File: config.mk
export PLATFORM = sky130hd
export DESIGN_NAME = bui_ctrl
export DESIGN_NICKNAME = d
export VERILOG_FILES = /design/src/hw/rtl/assert_macros.svh /design/src/hw/rtl/bui_pkg.sv /design/src/hw/rtl/bui_ctrl.sv
export SDC_FILE = /design/constraint.sdc
export NUM_CORES = 1
export LEC_CHECK = 0
export BUFFER_PORTS_ARGS = -buffer_cell sky130_fd_sc_hd__buf_2
export CAP_MARGIN = 20
export CORE_ASPECT_RATIO = 0.7
export CORE_MARGIN = 2
export CORE_UTILIZATION = 30
export DETAILED_ROUTE_END_ITERATION = 16
export SETUP_SLACK_MARGIN = 0.15
export SYNTH_ARGS = -nofsm -noshare
export SYNTH_HDL_FRONTEND = slang
export SYNTH_SLANG_ARGS = --single-unit
File: constraint.sdc
create_clock -name clk -period 1.9 [get_ports clk]
set_clock_uncertainty 0.2 [all_clocks]
set_input_delay 0.38 -clock clk [delete_from_list [all_inputs] [get_ports clk]]
set_output_delay 0.38 -clock clk [all_outputs]
set_load 0.05 [all_outputs]
File: src/hw/rtl/assert_macros.svh
`ifndef ASSERT_MACROS_SVH
`define ASSERT_MACROS_SVH

// Both macros sample on clk and are quiet while arst_n is low.
`define BUI_ASSERT_IMP(label, ante, cons) \
	label: assert property (@(posedge clk) disable iff (!arst_n) (ante) |-> (cons)) \
	else $error("same-cycle check failed");

`define BUI_ASSERT_NXT(label, ante, cons) \
	label: assert property (@(posedge clk) disable iff (!arst_n) (ante) |=> (cons)) \
	else $error("next-cycle check failed");

`endif

File: src/hw/rtl/bui_pkg.sv
package bui_pkg;

	localparam int COORD_BITS_DEF = 24;
	localparam int UV_BITS_DEF = 16;
	localparam int WEIGHT_FRAC_BITS_DEF = 16;

	localparam int CFG_W = 32;
	localparam logic [CFG_W-1:0] MIN_DET_RESET = 32'd1;
	localparam int NUM_CORNERS = 3;
	localparam int MUL_CHUNK = 16;

	localparam logic CMD_LOAD = 1'b0;
	localparam logic CMD_QUERY = 1'b1;

	localparam logic [4:0] STEP_FIRST = 5'd0;
	localparam logic [4:0] STEP_DET_LAST = 5'd20;
	localparam logic [4:0] STEP_UV_FIRST = 5'd21;
	localparam logic [4:0] STEP_LAST = 5'd26;

	typedef enum logic [3:0] {
		SEL_E0, SEL_E1, SEL_R, SEL_D00, SEL_D01, SEL_D11, SEL_R0, SEL_R1, SEL_W, SEL_UV
	} sel_t;

	typedef enum logic [3:0] {
		DST_D00, DST_D01, DST_D11, DST_R0, DST_R1, DST_DET, DST_NA, DST_NB, DST_SU, DST_SV
	} dst_t;

	typedef struct packed {
		sel_t a_sel;
		sel_t b_sel;
		logic [1:0] k;
		logic comp;
		dst_t dst;
		logic sub;
	} uop_t;

	typedef struct packed {
		logic load;
		logic query;
		logic mul_start;
		logic [4:0] step;
		logic wb;
		logic div_start;
		logic div_b;
		logic fin;
		logic out_load;
	} cmd_t;

	typedef struct packed {
		logic mul_done;
		logic div_done;
		logic degen;
		logic in_tri;
		logic out_full;
	} sts_t;

	function automatic uop_t mk(sel_t a, sel_t b, logic [1:0] k, logic c, dst_t d, logic s);
		uop_t u;
		u.a_sel = a;
		u.b_sel = b;
		u.k = k;
		u.comp = c;
		u.dst = d;
		u.sub = s;
		return u;
	endfunction

	function automatic uop_t uop_rom(logic [4:0] step);
		uop_t u;
		unique case (step)
			5'd0: u = mk(SEL_E0, SEL_E0, 2'd0, 1'b0, DST_D00, 1'b0);
			5'd1: u = mk(SEL_E0, SEL_E1, 2'd0, 1'b0, DST_D01, 1'b0);
			5'd2: u = mk(SEL_E1, SEL_E1, 2'd0, 1'b0, DST_D11, 1'b0);
			5'd3: u = mk(SEL_E0, SEL_R, 2'd0, 1'b0, DST_R0, 1'b0);
			5'd4: u = mk(SEL_E1, SEL_R, 2'd0, 1'b0, DST_R1, 1'b0);
			5'd5: u = mk(SEL_E0, SEL_E0, 2'd1, 1'b0, DST_D00, 1'b0);
			5'd6: u = mk(SEL_E0, SEL_E1, 2'd1, 1'b0, DST_D01, 1'b0);
			5'd7: u = mk(SEL_E1, SEL_E1, 2'd1, 1'b0, DST_D11, 1'b0);
			5'd8: u = mk(SEL_E0, SEL_R, 2'd1, 1'b0, DST_R0, 1'b0);
			5'd9: u = mk(SEL_E1, SEL_R, 2'd1, 1'b0, DST_R1, 1'b0);
			5'd10: u = mk(SEL_E0, SEL_E0, 2'd2, 1'b0, DST_D00, 1'b0);
			5'd11: u = mk(SEL_E0, SEL_E1, 2'd2, 1'b0, DST_D01, 1'b0);
			5'd12: u = mk(SEL_E1, SEL_E1, 2'd2, 1'b0, DST_D11, 1'b0);
			5'd13: u = mk(SEL_E0, SEL_R, 2'd2, 1'b0, DST_R0, 1'b0);
			5'd14: u = mk(SEL_E1, SEL_R, 2'd2, 1'b0, DST_R1, 1'b0);
			5'd15: u = mk(SEL_D00, SEL_D11, 2'd0, 1'b0, DST_DET, 1'b0);
			5'd16: u = mk(SEL_D01, SEL_D01, 2'd0, 1'b0, DST_DET, 1'b1);
			5'd17: u = mk(SEL_D11, SEL_R0, 2'd0, 1'b0, DST_NA, 1'b0);
			5'd18: u = mk(SEL_D01, SEL_R1, 2'd0, 1'b0, DST_NA, 1'b1);
			5'd19: u = mk(SEL_D00, SEL_R1, 2'd0, 1'b0, DST_NB, 1'b0);
			5'd20: u = mk(SEL_D01, SEL_R0, 2'd0, 1'b0, DST_NB, 1'b1);
			5'd21: u = mk(SEL_W, SEL_UV, 2'd0, 1'b0, DST_SU, 1'b0);
			5'd22: u = mk(SEL_W, SEL_UV, 2'd1, 1'b0, DST_SU, 1'b0);
			5'd23: u = mk(SEL_W, SEL_UV, 2'd2, 1'b0, DST_SU, 1'b0);
			5'd24: u = mk(SEL_W, SEL_UV, 2'd0, 1'b1, DST_SV, 1'b0);
			5'd25: u = mk(SEL_W, SEL_UV, 2'd1, 1'b1, DST_SV, 1'b0);
			5'd26: u = mk(SEL_W, SEL_UV, 2'd2, 1'b1, DST_SV, 1'b0);
			default: u = mk(SEL_E0, SEL_E0, 2'd0, 1'b0, DST_D00, 1'b0);
		endcase
		return u;
	endfunction

endpackage

File: src/hw/rtl/bui_ctrl.sv
module bui_ctrl (
	input logic clk,
	input logic arst_n,
	input logic s_tvalid,
	input logic s_tuser,
	output logic s_tready,
	output bui_pkg::cmd_t cmd,
	input bui_pkg::sts_t st
);
	import bui_pkg::*;

	typedef enum logic [7:0] {
		ST_IDLE = 8'b0000_0001,
		ST_MUL = 8'b0000_0010,
		ST_CHECK = 8'b0000_0100,
		ST_DIVA = 8'b0000_1000,
		ST_DIVB = 8'b0001_0000,
		ST_FIN = 8'b0010_0000,
		ST_TEST = 8'b0100_0000,
		ST_FINAL = 8'b1000_0000
	} state_t;

	state_t state_q, state_d;
	logic [4:0] step_q, step_d;

	assign s_tready = (state_q == ST_IDLE);

	always_comb begin
		cmd = '0;
		state_d = state_q;
		step_d = step_q;
		unique case (state_q)
			ST_IDLE: begin
				if (s_tvalid) begin
					if (s_tuser == CMD_QUERY) begin
						cmd.query = 1'b1;
						cmd.mul_start = 1'b1;
						cmd.step = STEP_FIRST;
						step_d = STEP_FIRST;
						state_d = ST_MUL;
					end else begin
						cmd.load = 1'b1;
					end
				end
			end
			ST_MUL: begin
				if (st.mul_done) begin
					cmd.wb = 1'b1;
					if (step_q == STEP_DET_LAST) begin
						state_d = ST_CHECK;
					end else if (step_q == STEP_LAST) begin
						state_d = ST_FINAL;
					end else begin
						cmd.mul_start = 1'b1;
						cmd.step = step_q + 5'd1;
						step_d = step_q + 5'd1;
					end
				end
			end
			ST_CHECK: begin
				if (st.degen) begin
					state_d = ST_FINAL;
				end else begin
					cmd.div_start = 1'b1;
					state_d = ST_DIVA;
				end
			end
			ST_DIVA: begin
				if (st.div_done) begin
					cmd.div_start = 1'b1;
					cmd.div_b = 1'b1;
					state_d = ST_DIVB;
				end
			end
			ST_DIVB: begin
				if (st.div_done) begin
					state_d = ST_FIN;
				end
			end
			ST_FIN: begin
				cmd.fin = 1'b1;
				state_d = ST_TEST;
			end
			ST_TEST: begin
				if (st.in_tri) begin
					cmd.mul_start = 1'b1;
					cmd.step = STEP_UV_FIRST;
					step_d = STEP_UV_FIRST;
					state_d = ST_MUL;
				end else begin
					state_d = ST_FINAL;
				end
			end
			ST_FINAL: begin
				if (!st.out_full) begin
					cmd.out_load = 1'b1;
					state_d = ST_IDLE;
				end
			end
			default: state_d = ST_IDLE;
		endcase
	end

	always_ff @(posedge clk or negedge arst_n) begin
		if (!arst_n) begin
			state_q <= ST_IDLE;
			step_q <= STEP_FIRST;
		end else begin
			state_q <= state_d;
			step_q <= step_d;
		end
	end

endmodule

==> results of run 1 <==
what timing repair did:
action | 4_1_cts | 5_1_grt
setup buffers | 14 | 5
setup endpoints to repair | 24 | 26
endpoints found under the hold margin | 12 | 0
hold buffers | 1 | 0
pin swaps | 13 | 12
gates cloned | 0 | 0
gates resized for setup | 66 | 23
through the flow:
step	setup TNS, ns	total power, mW	worst slack (ns)	utilization	hold slack [ns]
6_report	-5.745	1.118	-0.4775	0.6773	0.1610
5_1_grt	-7.293	1.176	-0.5680	0.6773	0.1756
4_1_cts	-5.011	1.095	-0.4622	0.6388	0.1786
3_5_place_dp	-2.438	0.7210	-0.2793	0.5078	0.09299
3_3_place_gp	-1.883	0.7095	-0.2167	0.5078	0.09087
2_1_floorplan	-2.488	0.5298	-0.3408	-	-0.1156
state kept, by name (all words and copies together) (netlist names):
name     flops
state_q      8
step_q       5
path summary, 6_finish.rpt:
path / startpoint / end / slack (ns)
max: state_q[6] / cmd[10] / -0.48
max in group asynchronous: arst_n / state_q[0] / 0.86
min: st[3] / state_q[4] / 0.16
min reg2reg: state_q[6] / state_q[3] / 0.48
max reg2reg: state_q[6] / step_q[2] / -0.26
min in group asynchronous: arst_n / state_q[5] / 0.35
cell usage in the layout (no fill, tap or decap), types with 3 or more instances in the layout:
cell type / instances
a21oi_1: 3
a31oi_1: 3
and3_4: 3
buf_2: 8
buf_4: 46
buf_6: 22
buf_8: 7
clkbuf_8: 3
dfrtp_1: 8
dfrtp_2: 4
inv_2: 3
nand2_1: 6
nand2_2: 3
nand2b_1: 4
nand3_1: 3
nand3_4: 4
nor2_1: 3
nor2_4: 4
nor3_2: 4
nor3_4: 3
nor4_4: 4
o21ai_4: 3
power by group:
part           internal, mW  total, mW  switching (mW)  leakage (nW)
Clock                 0.145      0.262           0.117        0.0255
Combinational         0.274      0.537           0.262         0.739
Sequential            0.299      0.319          0.0197         0.170
worst reg2reg max path, cell delays in order (launching register included):
cell and delay (ns):
dfrtp_1 0.41, nor4_4 0.30, buf_4 0.20, nand4_1 0.19, buf_4 0.22, inv_4 0.06
buf_6 0.09, buf_6 0.08, buf_6 0.08, mux2i_1 0.06, a21o_1 0.16
cells by family (layout without fill, tap and decap cells):
kind of cell    Yosys count  count (layout)
buf+inv                  10              94
fa+ha+maj                 3               3
mux                       1               1
simple gates             65              65
flops                    13              13
compound gates           25              25
xor+xnor                  3               3
cell type report:
type	instances	area, um2
multi-input combinational	97	958.4
clock buffer	3	41.29
timing repair buffer	84	748.2
sequential	13	331.6
fill	222	1030
clock inverter	1	5.005
tap	38	47.55
inverter	6	28.78
layer usage:
metal / up-vias / track usage
met1: 615 / 0.2740
met5: - / 0
li1: 598 / -
met2: 17 / 0.3601
met3: 6 / 0.01346
met4: 0 / 0.08788
==> key figures, run 1 <==
Global route
  • Gr usage total: 0.2099
  • Initial antenna violation count: 0
  • Largest net degree at the start of global routing: 14
  • First-pass GRT wire length: 6.023 mm
  • Vias in the first global route: 1260
  • Remaining Overflow, GRT: 0

Placed design
  • HPWL after DPL: 2.661 mm
  • Area of placed instances: 0.001620 mm2
  • Placed instance count: 218
  • IO buf count: 22
  • GP Congestion: 0.8196

Final layout
  • N_diodes: 0
  • Post-Layout Cell Count: 242
  • Cell area after layout: 0.002161 mm2
  • Area Growth Syn to Fin: 112.7%
  • Final nets: 217
  • Share of cells above drive strength 1: 0.7206

Synthesis
  • Async SR Flop Fraction: 1.000
  • Synth Area in Compound Gates: 0.1552
  • Most common cell in the netlist: dfrtp_1
  • Mapped Area: 0.001016 mm2
  • Yosys reg bits: 13
  • Synthesized netlist cell count: 120
  • Largest family of logic cells by synthesized area: simple AND/OR/NAND/NOR gates
  • Synth Flop Type: dfrtp_1
  • Seq/Total Area, Yosys: 0.3214
  • Synth Area in XOR/XNOR: 0.02586
  • Syn. warnings: 0
  • Synth Area in Simple Gates: 0.4027
  • Mux contribution to synthesized area: 0.009852
  • Syn Nets: 132
  • Post-Syn Area per Cell: 8.466 um2
  • Synth area leaders: dfrtp_1 (30%), nand3_1 (3.9%), ha_1 (3.7%), nand2_1 (3.7%), nand2b_1 (3.7%)
  • Fraction of the mapped netlist area in adder cells: 0.03695
  • Commonest cells in the synthesized netlist: dfrtp_1 (12), nand2_1 (10), nand3_1 (8)
  • Synth area leader: dfrtp_1
  • Post-synth EDFFs: 0
  • Cell variety after synth: 42
  • Top cell type's share of synthesized area: 0.2956

Routing
  • Routed wire length: 3.810 mm
  • Metal1 wirelength: 1.798 mm
  • Met2 WL: 1.884 mm
  • Antenna-violating nets left: 0
  • Routed vias: 1236
  • Met3 wire length: 54 um
  • DR vias/cell: 5.107
  • Wirelength per Cell: 15.74 um
  • Pre-Repair DR Iteration Count: 4
  • DRT iter0 DRCs: 83
  • DRC: 0
  • Highest Signal Layer: met4

Floorplanning
  • Die height: 52.69 um
  • Core Region: 0.003191 mm2
  • Top Ports: 23
  • Row count: 17
  • Width of the chip: 73.56 um
  • Die ar.: 0.003876 mm2
  • Initial Utilization: 0.3184

Clocking
  • TritonCTS clock tree: done
  • CTS H-tree depth: 1
  • Clock root buffer: clkbuf_8
  • Worst skew pair latency: 0.25 ns
  • TritonCTS Buffers: 3
  • Num Clock Sinks: 13
  • Longest Clk Path Bufs: 2
  • Worst-path clk slew: 0.06 ns

Worst setup path
  • Crit-path leading delay family: simple AND/OR/NAND/NOR gates
  • Critical path cell sequence: nor4_4, buf_4, nand4_1, and2_4, nand2_4, buf_8
  • Nature of the critical path endpoint: primary output
  • Worst Path Buf+Inv: 2
  • Slowest CP cell: dfrtp_1
  • Critical Path Stages: 6
  • Worst path required time: 1.32 ns
  • Type of the worst setup path: reg -> out
  • Peak fanout along the critical path: 4
  • Setup crit start kind: flop
  • Crit path largest cell delay: 0.41 ns
  • R2R cell count: 10
  • Worst EP arrival: 1.80 ns

Power and ir drop
  • Leak: 0.9346 nW
  • Cell Pwr Density: 517.4 mW/mm2
  • Worst ir drop on vdd: 0.3193 mV

Hold path
  • Hold Crit Depth: 2
  • Hold WC Path Type: in -> reg

Timing
  • RSZ-0062 raised after global routing: yes
  • Final Setup Violations: 19
  • Crit path time final: 2.377 ns
  • Max-slew violations: 0
  • Setup slack after layout: -0.4775 ns
  • Final Hold Vio Count: 0
  • Slew HR: 0.7894
  • Max Freq: 420.6 MHz
  • Measured slew at the worst slew-check pin: 0.3160 ns
  • Tcrit/Tclk final: 1.251

Status
  • Outcome: finished with violations
  • Failing checks: setup timing

Flow run
  • Max cap viols: 0
Power figures use the tool's default switching activity.
==> run 2, diff against run 1 <==
--- a/config.mk
+++ b/config.mk
@@ -7,10 +7,13 @@
 export LEC_CHECK = 0
 export BUFFER_PORTS_ARGS = -buffer_cell sky130_fd_sc_hd__buf_2
 export CAP_MARGIN = 20
+export CELL_PAD_IN_SITES_DETAIL_PLACEMENT = 1
+export CELL_PAD_IN_SITES_GLOBAL_PLACEMENT = 2
 export CORE_ASPECT_RATIO = 0.7
 export CORE_MARGIN = 2
-export CORE_UTILIZATION = 30
+export CORE_UTILIZATION = 28
 export DETAILED_ROUTE_END_ITERATION = 16
+export PLACE_DENSITY_LB_ADDON = 0.1
 export SETUP_SLACK_MARGIN = 0.15
 export SYNTH_ARGS = -nofsm -noshare
 export SYNTH_HDL_FRONTEND = slang
==> run 2 against run 1 <==
Compared with the run above: the run still ends with setup timing left; power increased by 4.3%; setup slack got worse by 0.023 ns; die area increased by 6.7%; first-iteration DRC count decreased by 33%; clock power decreased by 2%; cell area increased by 0.46%; sequential power increased by 2%; register-to-register slack got worse by 0.05 ns; largest cell class unchanged.
==> key figures, run 2 (same netlist as run 1, synthesis figures left out) <==
Final layout
  • Most frequent cells in the layout: buf_4 (45), buf_6 (24), nand2_1 (9)
  • Final nets: 217
  • Fillers: 384
  • N_diodes: 0
  • Largest Register: state_q
  • Share of cells above drive strength 1: 0.6961
  • Biggest regs: state_q x8, step_q x5
  • Post-Layout Cell Count: 254
  • Commonest non-fill, non-tap cell in the layout: buf_4
  • FF+latch area: 331.6 um2
  • Max reg flops: 8
  • Area Growth Syn to Fin: 113.7%
  • Multi-input logic area: 954.7 um2

Floorplanning
  • Die height: 54.40 um
  • Width of the chip: 76.00 um
  • Core Region: 0.003491 mm2
  • Initial Utilization: 0.2910
  • Die ar.: 0.004134 mm2
  • Top Ports: 23
  • Row count: 18

Clocking
  • TritonCTS clock tree: done
  • Clock root buffer: clkbuf_8
  • CTS H-tree depth: 1
  • Num Clock Sinks: 13
  • Worst-path clk slew: 0.06 ns
  • Longest Clk Path Bufs: 2
  • Worst skew pair latency: 0.25 ns
  • TritonCTS Buffers: 3

Placed design
  • IO buf count: 22
  • HPWL after DPL: 3.089 mm
  • GP Congestion: 0.8418
  • Dpl ws: -0.3096 ns
  • Placed instance count: 226

Timing
  • Max-slew violations: 0
  • Tcrit/Tclk final: 1.263
  • Hold WS: 0.2039 ns
  • Slew HR: 0.7708
  • Max Freq: 416.6 MHz
  • Measured slew at the worst slew-check pin: 0.3427 ns
  • Final Setup Violations: 24
  • RSZ-0062 raised after global routing: yes
  • Crit path time final: 2.400 ns
  • Setup slack after layout: -0.5005 ns
  • Final Hold Vio Count: 0

Worst setup path
  • Type of the worst setup path: reg -> out
  • Critical path cell sequence: nor4_4, buf_4, nand2b_4, a211oi_4, buf_6
  • Nature of the critical path endpoint: primary output
  • R2R cell count: 8
  • Peak fanout along the critical path: 5
  • Slowest CP cell: dfrtp_2
  • Worst path required time: 1.32 ns
  • Crit path largest cell delay: 0.46 ns
  • Worst EP arrival: 1.82 ns
  • Setup crit start kind: flop

Global route
  • First-pass GRT wire length: 6.886 mm
  • Largest net degree at the start of global routing: 14
  • Initial antenna violation count: 0
  • Remaining Overflow, GRT: 0
  • Vias in the first global route: 1318
  • Gr usage total: 0.2233

Routing
  • Metal1 wirelength: 2.502 mm
  • DR vias/cell: 5.035
  • Highest Signal Layer: met4
  • Met3 wire length: 113 um
  • Pre-Repair DR Iteration Count: 4
  • Antenna-violating nets left: 0
  • Met2 WL: 2.741 mm
  • DRC: 0
  • DRT iter0 DRCs: 56
  • Wirelength per Cell: 21.21 um
  • Routed wire length: 5.388 mm
  • Routed vias: 1279

Hold path
  • Hold Crit Depth: 2
  • Hold WC Path Type: in -> reg

Power and ir drop
  • Leak: 0.9465 nW
  • Worst ir drop on vdd: 0.4365 mV
  • Cell Pwr Density: 537.2 mW/mm2

Flow run
  • Max cap viols: 0

Status
  • Failing checks: setup timing
  • Outcome: finished with violations
[run 2: path summary, 6_finish.rpt]
kind | from | to | slack [ns]
setup / recovery | state_q[1] | cmd[3] | -0.50
hold / removal | st[3] | state_q[4] | 0.20
setup reg to reg | step_q[0] | step_q[0] | -0.31
hold reg to reg | state_q[6] | state_q[3] | 0.48
max in group asynchronous | arst_n | state_q[0] | 0.85
min in group asynchronous | arst_n | step_q[3] | 0.36
[run 2: what timing repair did]
item,CTS,global route
endpoints found under the setup margin,24,26
resized for setup,69,16
hold buffers,1,0
hold endpoints to repair,12,0
buffers inserted,14,9
pin swaps,14,9
[run 2: per-stage QoR]
step                      TNS (ns)  cell area (um2)  power, mW  utilization
after floorplan             -2.488             1176     0.5298            -
after global placement      -2.458             1605     0.6841       0.4599
after detailed placement    -3.408             1605     0.7036       0.4599
after CTS                   -5.826             2037      1.067       0.5835
after global routing        -8.805             2171      1.207       0.6219
final                       -7.129             2171      1.166       0.6219
[run 2: area by class of cell]
cell class	count	area share
Inverter	6	0.01326
Sequential cell	13	0.1527
Timing Repair Buffer	84	0.3447
Tap cell	50	0.02882
Multi-Input combinational cell	97	0.4398
Clock buffer	4	0.02075
[run 2: power breakdown]
group	switching (mW)	leakage, nW	internal, mW
logic	0.298	0.754	0.286
clock network	0.109	0.0228	0.149
registers	0.0254	0.170	0.300
total	0.432	0.946	0.734
[run 2: layer usage]
metal  up-vias  global-route usage
li1        606                   -
met1       647              0.2887
met2        20              0.4107
met3         6             0.03795
met4         0             0.03939
met5         -                   0
[run 2: critical path: cells and delay by family (launching register included)]
kind                   cells  cell delay (ns)
AO/OA/AOI/OAI              1             0.25
flip-flops                 1             0.46
AND/OR/NAND/NOR            2             0.48
buffers and inverters      2             0.38
